[src/rtl/dsp_pkg.sv]
// Shared constants, types and helpers for the DER ECDSA signature parser.
package dsp_pkg;

   localparam int MAX_SIG_BYTES = 128;
   localparam int ADDR_W        = $clog2(MAX_SIG_BYTES);
   localparam int CNT_W         = $clog2(MAX_SIG_BYTES + 1);
   localparam int SCALAR_BYTES  = 32;
   localparam int BIDX_W        = $clog2(SCALAR_BYTES);

   localparam logic [7:0] TAG_SEQUENCE = 8'h30;
   localparam logic [7:0] TAG_INTEGER  = 8'h02;
   localparam logic [6:0] MAX_LEN_BYTES = 7'd4;

   // P-256 group order n.
   localparam logic [255:0] GROUP_ORDER =
      256'hFFFFFFFF00000000_FFFFFFFFFFFFFFFF_BCE6FAADA7179E84_F3B9CAC2FC632551;

   localparam logic [3:0] STAT_OK        = 4'd0;
   localparam logic [3:0] STAT_TRUNC     = 4'd1;
   localparam logic [3:0] STAT_TAG       = 4'd2;
   localparam logic [3:0] STAT_LENFORM   = 4'd3;
   localparam logic [3:0] STAT_TRUNCLEN  = 4'd4;
   localparam logic [3:0] STAT_NONMINLEN = 4'd5;
   localparam logic [3:0] STAT_TRUNCCONT = 4'd6;
   localparam logic [3:0] STAT_TRAIL     = 4'd7;
   localparam logic [3:0] STAT_EMPTY     = 4'd8;
   localparam logic [3:0] STAT_NEG       = 4'd9;
   localparam logic [3:0] STAT_NONMININT = 4'd10;
   localparam logic [3:0] STAT_TRAILSEQ  = 4'd11;
   localparam logic [3:0] STAT_R_RANGE   = 4'd12;
   localparam logic [3:0] STAT_S_RANGE   = 4'd13;
   localparam logic [3:0] STAT_TOOLONG   = 4'd14;

   localparam logic [1:0] PART_SEQ = 2'd0;
   localparam logic [1:0] PART_R   = 2'd1;
   localparam logic [1:0] PART_S   = 2'd2;

   typedef struct packed {
      logic             go;
      logic             too_long;
      logic [CNT_W-1:0] last_pos;
   } parse_cmd_type;

   typedef struct packed {
      logic              en;
      logic [ADDR_W-1:0] addr;
      logic [7:0]        data;
   } store_wr_type;

   // Byte k of the group order, most significant first.
   function automatic logic [7:0] order_byte(input logic [BIDX_W-1:0] k);
      logic [255:0] sh;
      sh = GROUP_ORDER << (8 * k);
      return sh[255:248];
   endfunction

endpackage

[src/rtl/dsp_parse_core.sv]
// Byte store and parse sequencer: walks the stored signature one byte at a time.
module dsp_parse_core import dsp_pkg::*; (
   input  logic          clock,
   input  logic          reset,
   input  parse_cmd_type cmd,
   input  store_wr_type  wr,
   output logic          busy,
   output logic          rsp_valid,
   output logic [3:0]    rsp_status,
   output logic [1:0]    rsp_part,
   output logic [63:0]   rsp_value_word,
   output logic [2:0]    rsp_word_index,
   output logic          rsp_run_end
);

   typedef enum logic [7:0] {
      ST_IDLE = 8'b0000_0001,
      ST_TAG  = 8'b0000_0010,
      ST_LEN1 = 8'b0000_0100,
      ST_LENB = 8'b0000_1000,
      ST_CHK  = 8'b0001_0000,
      ST_INT1 = 8'b0010_0000,
      ST_LOAD = 8'b0100_0000,
      ST_OUT  = 8'b1000_0000
   } state_type;

   logic [7:0] mem [MAX_SIG_BYTES];
   logic [7:0] rdata_ff;

   state_type state_ff, state_in;
   logic busy_ff, busy_in;
   logic stall_ff, stall_in;
   logic [1:0] lvl_ff, lvl_in;
   logic [CNT_W-1:0] pos_ff, pos_in, end_ff, end_in, n_ff, n_in;
   logic [CNT_W-1:0] rstart_ff, rstart_in, rlen_ff, rlen_in;
   logic [CNT_W-1:0] sstart_ff, sstart_in, slen_ff, slen_in;
   logic [31:0] len_ff, len_in;
   logic long_ff, long_in;
   logic [2:0] lencnt_ff, lencnt_in;
   logic [BIDX_W-1:0] k_ff, k_in;
   logic lt_ff, lt_in, gt_ff, gt_in, nz_ff, nz_in;
   logic [255:0] val_ff, val_in, r_ff, r_in;
   logic [2:0] oi_ff, oi_in;

   logic rsp_valid_ff, rsp_valid_in, run_end_ff, run_end_in;
   logic [3:0] status_ff, status_in;
   logic [1:0] part_ff, part_in;
   logic [63:0] word_ff, word_in;
   logic [2:0] idx_ff, idx_in;

   logic err;
   logic [3:0] err_stat;
   logic [1:0] err_part;
   logic int_done;
   logic [CNT_W-1:0] int_start, int_len, int_end;
   logic [CNT_W-1:0] rem, rem1, cur_start, cur_len;
   logic [6:0] lcount;
   logic pad, lt_new, gt_new, nz_new;
   logic [7:0] b, ob;
   logic [255:0] sel;

   always_ff @(posedge clock) begin
      if (wr.en) begin
         mem[wr.addr] <= wr.data;
      end
      rdata_ff <= mem[pos_ff[ADDR_W-1:0]];
   end

   always_comb begin
      state_in = state_ff;   busy_in = busy_ff;     stall_in = 1'b0;
      lvl_in = lvl_ff;       pos_in = pos_ff;       end_in = end_ff;
      n_in = n_ff;           len_in = len_ff;       long_in = long_ff;
      lencnt_in = lencnt_ff; k_in = k_ff;
      lt_in = lt_ff;         gt_in = gt_ff;         nz_in = nz_ff;
      val_in = val_ff;       r_in = r_ff;           oi_in = oi_ff;
      rstart_in = rstart_ff; rlen_in = rlen_ff;
      sstart_in = sstart_ff; slen_in = slen_ff;
      rsp_valid_in = 1'b0;   status_in = status_ff; part_in = part_ff;
      word_in = word_ff;     idx_in = idx_ff;       run_end_in = run_end_ff;
      err = 1'b0;            err_stat = STAT_OK;    err_part = PART_SEQ;
      int_done = 1'b0;       int_start = pos_ff;    int_len = '0;
      rem = end_ff - pos_ff;
      rem1 = rem - CNT_W'(1);
      lcount = rdata_ff[6:0];
      cur_start = (lvl_ff == PART_R) ? rstart_ff : sstart_ff;
      cur_len = (lvl_ff == PART_R) ? rlen_ff : slen_ff;
      pad = ({{(CNT_W-BIDX_W){1'b0}}, k_ff} < (CNT_W'(SCALAR_BYTES) - cur_len));
      b = pad ? 8'h00 : rdata_ff;
      ob = order_byte(k_ff);
      lt_new = lt_ff | (!lt_ff && !gt_ff && (b < ob));
      gt_new = gt_ff | (!lt_ff && !gt_ff && (b > ob));
      nz_new = nz_ff | (b != 8'h00);
      sel = oi_ff[2] ? val_ff : r_ff;

      if (state_ff == ST_IDLE) begin
         if (cmd.go) begin
            if (cmd.too_long) begin
               err = 1'b1;
               err_stat = STAT_TOOLONG;
            end else begin
               end_in = cmd.last_pos;
               pos_in = '0;
               stall_in = 1'b1;
               lvl_in = PART_SEQ;
               busy_in = 1'b1;
               state_in = ST_TAG;
            end
         end
      end else if (!stall_ff) begin
         case (state_ff)
            ST_TAG: begin
               err_part = lvl_ff;
               if (rem < CNT_W'(2)) begin
                  err = 1'b1;
                  err_stat = STAT_TRUNC;
               end else if (rdata_ff != ((lvl_ff == PART_SEQ) ? TAG_SEQUENCE : TAG_INTEGER))
               begin
                  err = 1'b1;
                  err_stat = STAT_TAG;
               end else begin
                  pos_in = pos_ff + CNT_W'(1);
                  stall_in = 1'b1;
                  state_in = ST_LEN1;
               end
            end
            ST_LEN1: begin
               err_part = lvl_ff;
               pos_in = pos_ff + CNT_W'(1);
               stall_in = 1'b1;
               if (!rdata_ff[7]) begin
                  len_in = {24'h0, rdata_ff};
                  long_in = 1'b0;
                  state_in = ST_CHK;
               end else if (lcount == 7'd0 || lcount > MAX_LEN_BYTES) begin
                  err = 1'b1;
                  err_stat = STAT_LENFORM;
               end else if ({{(32-CNT_W){1'b0}}, rem1} < {25'h0, lcount}) begin
                  err = 1'b1;
                  err_stat = STAT_TRUNCLEN;
               end else begin
                  lencnt_in = lcount[2:0];
                  len_in = '0;
                  long_in = 1'b1;
                  state_in = ST_LENB;
               end
            end
            ST_LENB: begin
               len_in = {len_ff[23:0], rdata_ff};
               pos_in = pos_ff + CNT_W'(1);
               stall_in = 1'b1;
               lencnt_in = lencnt_ff - 3'd1;
               if (lencnt_ff == 3'd1) begin
                  state_in = ST_CHK;
               end
            end
            ST_CHK: begin
               err_part = lvl_ff;
               if (long_ff && len_ff < 32'h80) begin
                  err = 1'b1;
                  err_stat = STAT_NONMINLEN;
               end else if (len_ff > {{(32-CNT_W){1'b0}}, rem}) begin
                  err = 1'b1;
                  err_stat = STAT_TRUNCCONT;
               end else if (lvl_ff == PART_SEQ) begin
                  // The sequence must close exactly at the last stored byte.
                  if (len_ff[CNT_W-1:0] != rem) begin
                     err = 1'b1;
                     err_stat = STAT_TRAIL;
                  end else begin
                     lvl_in = PART_R;
                     state_in = ST_TAG;
                  end
               end else if (len_ff[CNT_W-1:0] == '0) begin
                  err = 1'b1;
                  err_stat = STAT_EMPTY;
               end else if (rdata_ff[7]) begin
                  err = 1'b1;
                  err_stat = STAT_NEG;
               end else if (len_ff[CNT_W-1:0] > CNT_W'(1) && rdata_ff == 8'h00) begin
                  n_in = len_ff[CNT_W-1:0];
                  pos_in = pos_ff + CNT_W'(1);
                  stall_in = 1'b1;
                  state_in = ST_INT1;
               end else begin
                  int_done = 1'b1;
                  int_start = pos_ff;
                  int_len = len_ff[CNT_W-1:0];
               end
            end
            ST_INT1: begin
               err_part = lvl_ff;
               if (!rdata_ff[7]) begin
                  err = 1'b1;
                  err_stat = STAT_NONMININT;
               end else begin
                  int_done = 1'b1;
                  int_start = pos_ff;
                  int_len = n_ff - CNT_W'(1);
               end
            end
            ST_LOAD: begin
               err_part = lvl_ff;
               err_stat = (lvl_ff == PART_R) ? STAT_R_RANGE : STAT_S_RANGE;
               if (cur_len > CNT_W'(SCALAR_BYTES)) begin
                  err = 1'b1;
               end else begin
                  if (!pad) begin
                     pos_in = pos_ff + CNT_W'(1);
                     stall_in = 1'b1;
                  end
                  val_in = {val_ff[247:0], b};
                  lt_in = lt_new;
                  gt_in = gt_new;
                  nz_in = nz_new;
                  k_in = k_ff + BIDX_W'(1);
                  if (k_ff == BIDX_W'(SCALAR_BYTES - 1)) begin
                     if (!(nz_new && lt_new)) begin
                        err = 1'b1;
                     end else if (lvl_ff == PART_R) begin
                        r_in = {val_ff[247:0], b};
                        lvl_in = PART_S;
                        pos_in = sstart_ff;
                        stall_in = 1'b1;
                        k_in = '0;
                        lt_in = 1'b0;
                        gt_in = 1'b0;
                        nz_in = 1'b0;
                     end else begin
                        oi_in = '0;
                        state_in = ST_OUT;
                     end
                  end
               end
            end
            ST_OUT: begin
               rsp_valid_in = 1'b1;
               status_in = STAT_OK;
               part_in = oi_ff[2] ? PART_S : PART_R;
               word_in = sel[64 * (3 - oi_ff[1:0]) +: 64];
               idx_in = oi_ff;
               run_end_in = (oi_ff == 3'd7);
               oi_in = oi_ff + 3'd1;
               if (oi_ff == 3'd7) begin
                  busy_in = 1'b0;
                  state_in = ST_IDLE;
               end
            end
            default: begin
               state_in = ST_IDLE;
               busy_in = 1'b0;
            end
         endcase
      end

      int_end = int_start + int_len;
      if (int_done) begin
         pos_in = int_end;
         stall_in = 1'b1;
         if (lvl_ff == PART_R) begin
            rstart_in = int_start;
            rlen_in = int_len;
            lvl_in = PART_S;
            state_in = ST_TAG;
         end else begin
            sstart_in = int_start;
            slen_in = int_len;
            if (int_end != end_ff) begin
               err = 1'b1;
               err_stat = STAT_TRAILSEQ;
               err_part = PART_SEQ;
            end else begin
               // All encoding checks passed; range-check r, then s.
               lvl_in = PART_R;
               pos_in = rstart_ff;
               k_in = '0;
               lt_in = 1'b0;
               gt_in = 1'b0;
               nz_in = 1'b0;
               state_in = ST_LOAD;
            end
         end
      end

      if (err) begin
         rsp_valid_in = 1'b1;
         status_in = err_stat;
         part_in = err_part;
         word_in = '0;
         idx_in = '0;
         run_end_in = 1'b1;
         busy_in = 1'b0;
         state_in = ST_IDLE;
      end
   end

   always_ff @(posedge clock) begin
      if (reset) begin
         state_ff <= ST_IDLE;
         busy_ff <= 1'b0;
         stall_ff <= 1'b0;
         rsp_valid_ff <= 1'b0;
      end else begin
         state_ff <= state_in;
         busy_ff <= busy_in;
         stall_ff <= stall_in;
         rsp_valid_ff <= rsp_valid_in;
      end
   end

   always_ff @(posedge clock) begin
      lvl_ff <= lvl_in;       pos_ff <= pos_in;       end_ff <= end_in;
      n_ff <= n_in;           len_ff <= len_in;       long_ff <= long_in;
      lencnt_ff <= lencnt_in; k_ff <= k_in;
      lt_ff <= lt_in;         gt_ff <= gt_in;         nz_ff <= nz_in;
      val_ff <= val_in;       r_ff <= r_in;           oi_ff <= oi_in;
      rstart_ff <= rstart_in; rlen_ff <= rlen_in;
      sstart_ff <= sstart_in; slen_ff <= slen_in;
      status_ff <= status_in; part_ff <= part_in;     word_ff <= word_in;
      idx_ff <= idx_in;       run_end_ff <= run_end_in;
   end

   assign busy = busy_ff;
   assign rsp_valid = rsp_valid_ff;
   assign rsp_status = status_ff;
   assign rsp_part = part_ff;
   assign rsp_value_word = word_ff;
   assign rsp_word_index = idx_ff;
   assign rsp_run_end = run_end_ff;

   a_go_only_idle: assert property (@(posedge clock) disable iff (reset)
      cmd.go |-> !busy_ff) else $error("parse command while busy");
   a_end_frees: assert property (@(posedge clock) disable iff (reset)
      rsp_valid_ff && run_end_ff |-> !busy_ff) else $error("busy after last word");
   a_err_form: assert property (@(posedge clock) disable iff (reset)
      rsp_valid_ff && status_ff != STAT_OK |-> run_end_ff && word_ff == '0 && idx_ff == '0)
      else $error("malformed error word");
   a_out_busy: assert property (@(posedge clock) disable iff (reset)
      state_ff == ST_OUT |-> busy_ff) else $error("emitting while idle");

endmodule

[src/rtl/der_ecdsa_signature_parser.sv]
// Top level of the DER ECDSA signature parser: byte loading and the parse core.
//
// Usage: present one signature byte on req_data_byte with start high; it is
// taken at a rising edge where busy is low, one byte per cycle. Raise
// req_final_byte with the last byte. The stored signature is then parsed as
// SEQUENCE { INTEGER r, INTEGER s } by a sequencer that reads the byte store
// one byte at a time and range-checks r and s against the P-256 order
// with a byte-wide compare over 32 steps each.
// Results: on success eight words (r then s, most significant first) are
// strobed on rsp_valid in consecutive cycles; on failure a single
// status word is strobed. rsp_run_end marks the last word of a run.
// Busy stays high during the walk, the two range checks and the output. A
// signature over 128 bytes reports too long in the next cycle.
// Reset clears the byte count and the sequencer; the store needs no clearing.
// The receiver cannot stall: each word is valid for exactly one cycle.
module der_ecdsa_signature_parser import dsp_pkg::*; (
   input  logic        clock,
   input  logic        reset,
   input  logic        start,
   output logic        busy,
   input  logic [7:0]  req_data_byte,
   input  logic        req_final_byte,
   output logic        rsp_valid,
   output logic [3:0]  rsp_status,
   output logic [1:0]  rsp_part,
   output logic [63:0] rsp_value_word,
   output logic [2:0]  rsp_word_index,
   output logic        rsp_run_end
);

   logic [CNT_W-1:0] count_ff, count_in;
   logic ovf_ff, ovf_in;
   logic accept, room;
   parse_cmd_type cmd;
   store_wr_type wr;

   assign accept = start && !busy;
   assign room = (count_ff < CNT_W'(MAX_SIG_BYTES));

   always_comb begin
      count_in = count_ff;
      ovf_in = ovf_ff;
      wr.en = accept && room;
      wr.addr = count_ff[ADDR_W-1:0];
      wr.data = req_data_byte;
      cmd.go = accept && req_final_byte;
      cmd.too_long = ovf_ff || !room;
      cmd.last_pos = room ? count_ff + CNT_W'(1) : count_ff;
      if (accept) begin
         if (room) begin
            count_in = count_ff + CNT_W'(1);
         end else begin
            ovf_in = 1'b1;
         end
         if (req_final_byte) begin
            count_in = '0;
            ovf_in = 1'b0;
         end
      end
   end

   always_ff @(posedge clock) begin
      if (reset) begin
         count_ff <= '0;
         ovf_ff <= 1'b0;
      end else begin
         count_ff <= count_in;
         ovf_ff <= ovf_in;
      end
   end

   dsp_parse_core u_core (
      .clock          (clock),
      .reset          (reset),
      .cmd            (cmd),
      .wr             (wr),
      .busy           (busy),
      .rsp_valid      (rsp_valid),
      .rsp_status     (rsp_status),
      .rsp_part       (rsp_part),
      .rsp_value_word (rsp_value_word),
      .rsp_word_index (rsp_word_index),
      .rsp_run_end    (rsp_run_end)
   );

   a_count_bound: assert property (@(posedge clock) disable iff (reset)
      count_ff <= CNT_W'(MAX_SIG_BYTES)) else $error("byte count past store size");
   a_ovf_full: assert property (@(posedge clock) disable iff (reset)
      ovf_ff |-> count_ff == CNT_W'(MAX_SIG_BYTES)) else $error("overflow with room left");
   a_final_clears: assert property (@(posedge clock) disable iff (reset)
      accept && req_final_byte |=> count_ff == '0 && !ovf_ff)
      else $error("store not emptied after final byte");

endmodule
[config.mk]
export PLATFORM = sky130hd
export DESIGN_NAME = der_ecdsa_signature_parser
export DESIGN_NICKNAME = d
export VERILOG_FILES = /design/src/rtl/dsp_pkg.sv /design/src/rtl/dsp_parse_core.sv /design/src/rtl/der_ecdsa_signature_parser.sv
export SDC_FILE = /design/constraint.sdc
export NUM_CORES = 2
export LEC_CHECK = 0
export BUFFER_PORTS_ARGS = -buffer_cell sky130_fd_sc_hd__buf_2
export CAP_MARGIN = 20
export CORE_AREA = 2 2 446 448
export DETAILED_ROUTE_END_ITERATION = 7
export DIE_AREA = 0 0 448 450
export GPL_TIMING_DRIVEN = 0
export PLACE_DENSITY = 0.47
export SLEW_MARGIN = 20
export SYNTH_ARGS = -nofsm -noshare
export SYNTH_HDL_FRONTEND = slang
export SYNTH_SLANG_ARGS = --single-unit
[constraint.sdc]
create_clock -name clock -period 38 [get_ports clock]
set_input_delay 7.6 -clock clock [delete_from_list [all_inputs] [get_ports clock]]
set_output_delay 7.6 -clock clock [all_outputs]
set_load 0.1 [all_outputs]
* Word-level counts from Yosys, hierarchy flattened *
Memories as Yosys holds them, arrays and structs flattened. A register that Yosys moved wholly into a read port is not among the register bits.
Cells that the tools add are included.

storage, ports and cells
  register bits = 711
  memory bits (writable) = 1,024
  input bits = 12
  memories kept = 1

memory list
  memory      words  bits a word  rd ports  clocked after memory_dff  wr ports  line                  source
  u_core.mem  128    8            1         1                         1         dsp_parse_core.sv:27  logic [7:0] mem [MAX_SIG_BYTES];

cells by class
  $add $sub $neg = 11
  order comparisons = 11
  equality and inequality tests = 46
  shifts and indexed selects = 2
  mux-type cells = 235
  bitwise operators = 13
  reduce and logical (&&, ||, !) cells = 43

operators with widths
  operator                                                                       count
  8-bit 2-to-1 mux                                                               58
  256-bit 2-to-1 mux                                                             1
  256-bit by 33-bit variable part select with 64-bit output                      1
  256-bit by 8-bit left shift with 256-bit output, first input constant          1
  32-bit 2-to-1 mux                                                              3
  1-bit 2-to-1 mux                                                               94
  4-bit 2-to-1 mux                                                               20
  32-bit case mux with 2 select lines                                            1
  8-bit case mux with 7 select lines                                             1
  2-bit 2-to-1 mux                                                               27
  5-bit 2-to-1 mux                                                               10
  32-bit by 8-bit greater-than comparator with 1-bit output                      1
  32-bit by 8-bit less-than comparator with 1-bit output, second input constant  1
  8-bit case mux with 4 select lines                                             1
  4-bit by 2-bit inequality test with 1-bit output, second input constant        7
  3-bit 2-to-1 mux                                                               9
  8-bit inequality test                                                          3
  2-bit inequality test, second input constant                                   11
  4-bit case mux with 5 select lines                                             1
  8-bit by 1-bit adder with 8-bit output, second input constant                  2
  8-bit zero test                                                                2
  8-bit case mux with 2 select lines                                             1
  8-bit by 1-bit subtractor with 8-bit output, second input constant             2
  5-bit AND reduction                                                            3
  60 further kinds                                                               100

* Longest topological paths before layout *
  depth after elaboration = 20
  depth in mapped cells = 36
  gate-level depth less buffers = 31

* Modules after synthesis *
From an unflattened synthesis, not the netlist that was laid out.

second synthesis, totals
  cell total of the unflattened synthesis = 4,007
  area total of the unflattened synthesis = 70,566.4 um^2

modules (own cells, without submodules)
  module                      times used  cells each  area each (um^2)
  dsp_parse_core              1           3,946       70,023.4
  der_ecdsa_signature_parser  1           61          543.0

* Worst setup path after synthesis *
Ideal clock, no wire load.

  path type = reg2reg
  start = register u_core.lvl_ff[0]
  end = register u_core.k_ff[2]
  library setup time = 603 ps
  arrival = 15,413 ps
  data required time = 37,397 ps
  slack = 21,984 ps
  stages on the path, launching flop included = 20
  cells stage by stage = dfxtp_1 > nor2b_1 > clkbuf_1 > clkbuf_1 > mux2i_1 > xnor2_1 > ha_1 > or4_1 > o211ai_1 > nand2b_1 > and3_1 > ha_1 > nor2b_1 > o211ai_1 > a21oi_1 > o41ai_1 > and3_1 > nand2_1 > nor2_1 > nor3_1

on the way
  longest elaborated chain between the ends = 18
  elaborated cells on any way between the ends = 37

RTL lines
  element                                                  line                   source
  start, declared                                          dsp_parse_core.sv:33   logic [1:0] lvl_ff, lvl_in;
  start signal, assigned                                   dsp_parse_core.sv:311  lvl_ff <= lvl_in; pos_ff <= pos_in; end_ff <= end_in;
  2-bit by 1-bit == test with 1-bit output *               --
  8-bit 2-to-1 mux *                                       dsp_parse_core.sv:86   cur_len = (lvl_ff == PART_R) ? rlen_ff : slen_ff;
  6-bit by 8-bit subtractor with 8-bit output *            dsp_parse_core.sv:87   pad = ({{(CNT_W-BIDX_W){1'b0}}, k_ff} < (CNT_W'(SCALAR_BYTES) - cur_len));
  5-bit by 8-bit less-than comparator with 1-bit output *  dsp_parse_core.sv:87
  8-bit 2-to-1 mux *                                       dsp_parse_core.sv:88   b = pad ? 8'h00 : rdata_ff;
  named net u_core.b[1]                                    dsp_parse_core.sv:59   logic [7:0] b, ob;
  8-bit less-than comparator                               dsp_parse_core.sv:90   lt_new = lt_ff | (!lt_ff && !gt_ff && (b < ob));
  1-bit logical AND                                        dsp_parse_core.sv:90
  [... 4 more ...]                                         --
  5-bit 2-to-1 mux *                                       dsp_parse_core.sv:204  if (cur_len > CNT_W'(SCALAR_BYTES)) begin
  5-bit 2-to-1 mux *                                       dsp_parse_core.sv:110  case (state_ff)
  5-bit 2-to-1 mux *                                       dsp_parse_core.sv:109  end else if (!stall_ff) begin
  5-bit 2-to-1 mux *                                       dsp_parse_core.sv:95   if (state_ff == ST_IDLE) begin
  5-bit 2-to-1 mux                                         dsp_parse_core.sv:267  if (int_end != end_ff) begin
  5-bit 2-to-1 mux                                         dsp_parse_core.sv:259  if (lvl_ff == PART_R) begin
  5-bit 2-to-1 mux *                                       dsp_parse_core.sv:256  if (int_done) begin
  named net u_core.k_in[2]                                 dsp_parse_core.sv:40   logic [BIDX_W-1:0] k_ff, k_in;
  end signal, assigned                                     dsp_parse_core.sv:313  lencnt_ff <= lencnt_in; k_ff <= k_in;
  end, declared                                            dsp_parse_core.sv:40

Mark *: on every way through the listed nets, which the timed path passes. The rest lies on a longest branch.
A chain may end at the register's enable or synchronous reset.

* Final worst setup path *
  start = register u_core.pos_ff[4]
  end = register u_core.word_ff[59] (netlist: u_core.rsp_value_word[59])

on the way
  longest elaborated chain between the ends = 12
  elaborated cells on any way between the ends = 32

RTL lines
  element                                                    line                   source
  start, declared                                            dsp_parse_core.sv:34   logic [CNT_W-1:0] pos_ff, pos_in, end_ff, end_in, n_ff, n_in;
  start signal, assigned                                     dsp_parse_core.sv:311
  8-bit subtractor                                           dsp_parse_core.sv:82   rem = end_ff - pos_ff;
  32-bit by 8-bit greater-than comparator with 1-bit output  dsp_parse_core.sv:161  end else if (len_ff > {{(32-CNT_W){1'b0}}, rem}) begin
  8-bit 2-to-1 mux                                           dsp_parse_core.sv:161
  8-bit 2-to-1 mux                                           dsp_parse_core.sv:158  if (long_ff && len_ff < 32'h80) begin
  8-bit case mux with 2 select lines                         dsp_parse_core.sv:110
  8-bit 2-to-1 mux                                           dsp_parse_core.sv:109
  8-bit 2-to-1 mux                                           dsp_parse_core.sv:95
  named net u_core.int_len[4]                                dsp_parse_core.sv:55   logic [CNT_W-1:0] int_start, int_len, int_end;
  8-bit adder                                                dsp_parse_core.sv:255  int_end = int_start + int_len;
  8-bit inequality test                                      dsp_parse_core.sv:267
  1-bit 2-to-1 mux                                           dsp_parse_core.sv:267
  1-bit 2-to-1 mux                                           dsp_parse_core.sv:259
  1-bit 2-to-1 mux                                           dsp_parse_core.sv:256
  end signal, assigned                                       dsp_parse_core.sv:318  status_ff <= status_in; part_ff <= part_in; word_ff <= word_in;
  end, declared                                              dsp_parse_core.sv:48   logic [63:0] word_ff, word_in;

The timed path passes the listed nets, and every way through them passes these cells.

==> results by group <==
GRT
  • Overflow after GRT: 0
  • M2 GR Usage: 0.324
  • Initial antenna violation count: 15
  • Vias in the first global route: 38800
  • GRT Total Usage: 0.196
  • GRT met1 Usage: 0.273
  • GRT busiest layer: met2
  • Routing usage on met3: 0.0281
  • Maximum number of pins on one net before global-route repair: 93
  • Global-route wire length before repair: 285000 um

Critical path
  • Launching point of the worst reg2reg path: u_core.pos_ff[4]$_DFFE_PP_
  • Crit Path Max Fanout: 10
  • Crit-path slowest cell: clkbuf_1
  • Reg2Reg Depth: 34
  • Critical path's largest stage delay: 0.85 ns
  • Setup CP Type: register to register
  • WP data required: 38.76 ns
  • Crit. End Element: register
  • R2R Setup Slk: 26.92 ns
  • Crit path DAT: 11.84 ns
  • Type of origin of the critical path: register
  • FF-to-FF End: u_core.rsp_value_word[59]$_SDFFE_PP0P_

STA
  • RSZ-0062 raised after global routing: no
  • Worst Skew: 0.0497 ns
  • Tmin final: 11.08 ns
  • Fin. max-slew vios: 0
  • Final setup fails: 0
  • Worst Tran Pin Value: 1.18 ns
  • Setup TNS: 0 ns
  • Fmax: 0.0903 GHz
  • Max-slew headroom: 0.211
  • Final hold slack: 0.449 ns
  • Final hold violation count: 0
  • Final period util: 0.292

Logic synthesis
  • Synth top cells by count: edfxtp_1, mux2i_1, nor2_1
  • Post-synth ARST share: 0
  • Synth top area share: 0.698
  • EDFF count, synth: 1637
  • Yosys reg bits: 1743
  • Synthesis Warnings: 0
  • Synth Cell Area: 70400 um^2
  • Seq/Total Area, Yosys: 0.728
  • Yosys top cell by area: edfxtp_1
  • Count leader, synth: edfxtp_1
  • Net Count, Synth: 4149
  • Primary FF master, synth: edfxtp_1
  • Synth top area cells: edfxtp_1, mux4_2, mux2i_1
  • Cell variety after synth: 88
  • Avg Cell Area, Syn: 17.3 um^2
  • Mapped Cells: 4082

Clocking
  • Clock Sinks: 1743
  • CTS tree: built
  • CTS Hold Bufs: 0
  • Post-CTS Resized: 0
  • Postcts setup bufs: 0
  • Latest clock arrival within the worst-skew pair: 0.83 ns
  • Clock Tree Buf Depth: 3
  • H-tree level count: 4
  • Root buffer cell: clkbuf_16
  • Total CTS buffers: 190
  • Clk pin slew, worst setup/hold paths: 0.06 ns

Die
  • Die ar.: 202000 um^2
  • Core area: 197000 um^2
  • FP Rows: 163
  • Die Height: 450 um
  • I/O pin cnt: 88
  • Initial core utilization: 0.358
  • Die span in x: 448 um

Power and ir drop
  • Clock power share: 0.376
  • Leak: 26.2 nW
  • Sw power: 1.38 mW
  • Pwr Density: 59.3 nW/um^2
  • Seq pwr share: 0.442
  • Logic pwr share: 0.181
  • Peak VDD IR: 0.0453 mV
  • Int Pwr: 3.43 mW
  • Power Total: 4.81 mW
  • Sw frac: 0.287

Hold path
  • Hold WC Path Type: register to register
  • Hold depth: 0
  • Worst hold path endpoint: u_core.long_ff$_SDFFCE_PN0P_
  • Hold Path Origin: u_core.rdata_ff[7]$_DFF_P_

Routing
  • 1st-iter DRT viols: 3790
  • Via count: 38600
  • Routed Antenna Nets: 0
  • Final wirelength: 199000 um
  • Drt via density: 5.37
  • First-pass iteration count of the detailed router: 6
  • # DRC: 0
  • Wire length per cell: 27.7 um

Cells and area
  • Final #Nets: 4456
  • Proportion of layout cells with a drive suffix above 1: 0.163
  • P&R area growth vs syn: 15.1%

Job
  • Max Cap Viol: 0

Placed design
  • GPL Wtd Cong: 0.871
  • DP Wirelength: 136000 um
  • PortBufs: 86

Run status
  • Status: completed
how the worst max path moves through the flow:
stage	startpoint	to	slack, ns
after floorplan	u_core.lvl_ff[0]$_DFF_P_	u_core.k_ff[2]$_DFF_P_	21.98
after global placement	u_core.lvl_ff[0]$_DFF_P_	u_core.k_ff[2]$_DFF_P_	13.20
after detailed placement	start	u_core.mem[118][1]$_DFFE_PP_	26.84
after CTS	u_core.pos_ff[4]$_DFFE_PP_	u_core.rsp_value_word[62]$_SDFFE_PP0P_	26.93
after global routing	u_core.pos_ff[4]$_DFFE_PP_	u_core.rsp_value_word[62]$_SDFFE_PP0P_	26.18
final	u_core.pos_ff[4]$_DFFE_PP_	u_core.rsp_value_word[59]$_SDFFE_PP0P_	26.92
power by group through the flow:
stage / clock, mW / sequential (mW) / combinational, mW
2_1_floorplan: 0 / 2.16 / 0.514
3_3_place_gp: 0 / 2.17 / 0.865
3_5_place_dp: 0 / 2.17 / 0.871
4_1_cts: 1.85 / 2.13 / 0.873
5_1_grt: 1.93 / 2.13 / 0.925
6_report: 1.81 / 2.13 / 0.872
state kept, by name (all words and copies together), names as in the netlist, 32 cells and up:
name                   flops
u_core.len_ff             32
u_core.mem              1024
u_core.val_ff            256
u_core.rsp_value_word     64
u_core.r_ff              256
cell families (layout without fill, tap and decap cells):
logic type	count (synthesis)	after routing	share of synthesized area
flops	1743	1743	0.728
simple gates	777	777	0.0540
compound gates	596	596	0.0577
mux	590	590	0.129
buf+inv	282	749	0.0158
fa+ha+maj	55	55	0.00998
xor+xnor	39	39	0.00505
other cells	0	2	0
cells in the final DEF, fill, tap and decap left out, types with 17 or more instances in the layout:
cell and count:
mux2i_1 332, dfxtp_1 106, o311ai_0 17, o221ai_1 132
and2_1 35, clkinv_1 44, nor4_1 17, o22ai_1 68
clkinv_2 43, or3_1 18, edfxtp_1 1637, clkbuf_16 193
nand3_1 36, xnor2_1 25, nor3_1 94, buf_2 101
mux4_2 256, nor2b_1 19, ha_1 53, nor2_1 267
a21oi_1 134, o21ai_0 112, clkbuf_2 22, clkbuf_1 182
nand2_1 164, inv_1 49, nand2b_1 20, buf_1 32
cell type report:
| cell class | instances | area [um^2] |
|---|---|---|
| Fill cell | 17800 | 116000 |
| Sequential cell | 1743 | 51300 |
| Multi-Input combinational cell | 2057 | 18100 |
| Clock buffer | 233 | 5060 |
| Tap cell | 2640 | 3300 |
| Timing Repair Buffer | 115 | 1120 |
| Clock inverter | 119 | 1060 |
| Buffer | 231 | 970 |
| Inverter | 51 | 191 |
| Antenna cell | 2 | 5.00 |
critical path, delay by kind of cell (launching register included):
family                     cells  cell delay [ns]
DFF                            1             0.45
buffers and inverters          7             2.83
and+or+nand+nor               14             2.99
adders and majority gates      3             1.07
AOI/OAI and AO/OA             10             3.66
stage by stage:
stage | std cells | util | area, um^2 | setup slack [ns]
CTS | 7188 | 0.412 | 81000 | 26.93
global placement | 6808 | 0.377 | 74200 | 13.20
detailed placement | 6836 | 0.381 | 74900 | 26.84
global route | 7190 | 0.412 | 81100 | 26.18
floorplan | 4082 | - | 70400 | 21.98
finish | 7191 | 0.412 | 81100 | 26.92
per-layer routing:
metal  part of all wire  up-vias  wire [um]
met1               0.44    20200      87900
met2               0.49     1043      97200
li1                   -    17100          -
met3              0.048      241       9590
met4              0.021        2       4090
met5           0.000055        -         11
Power figures use the tool's default switching activity.
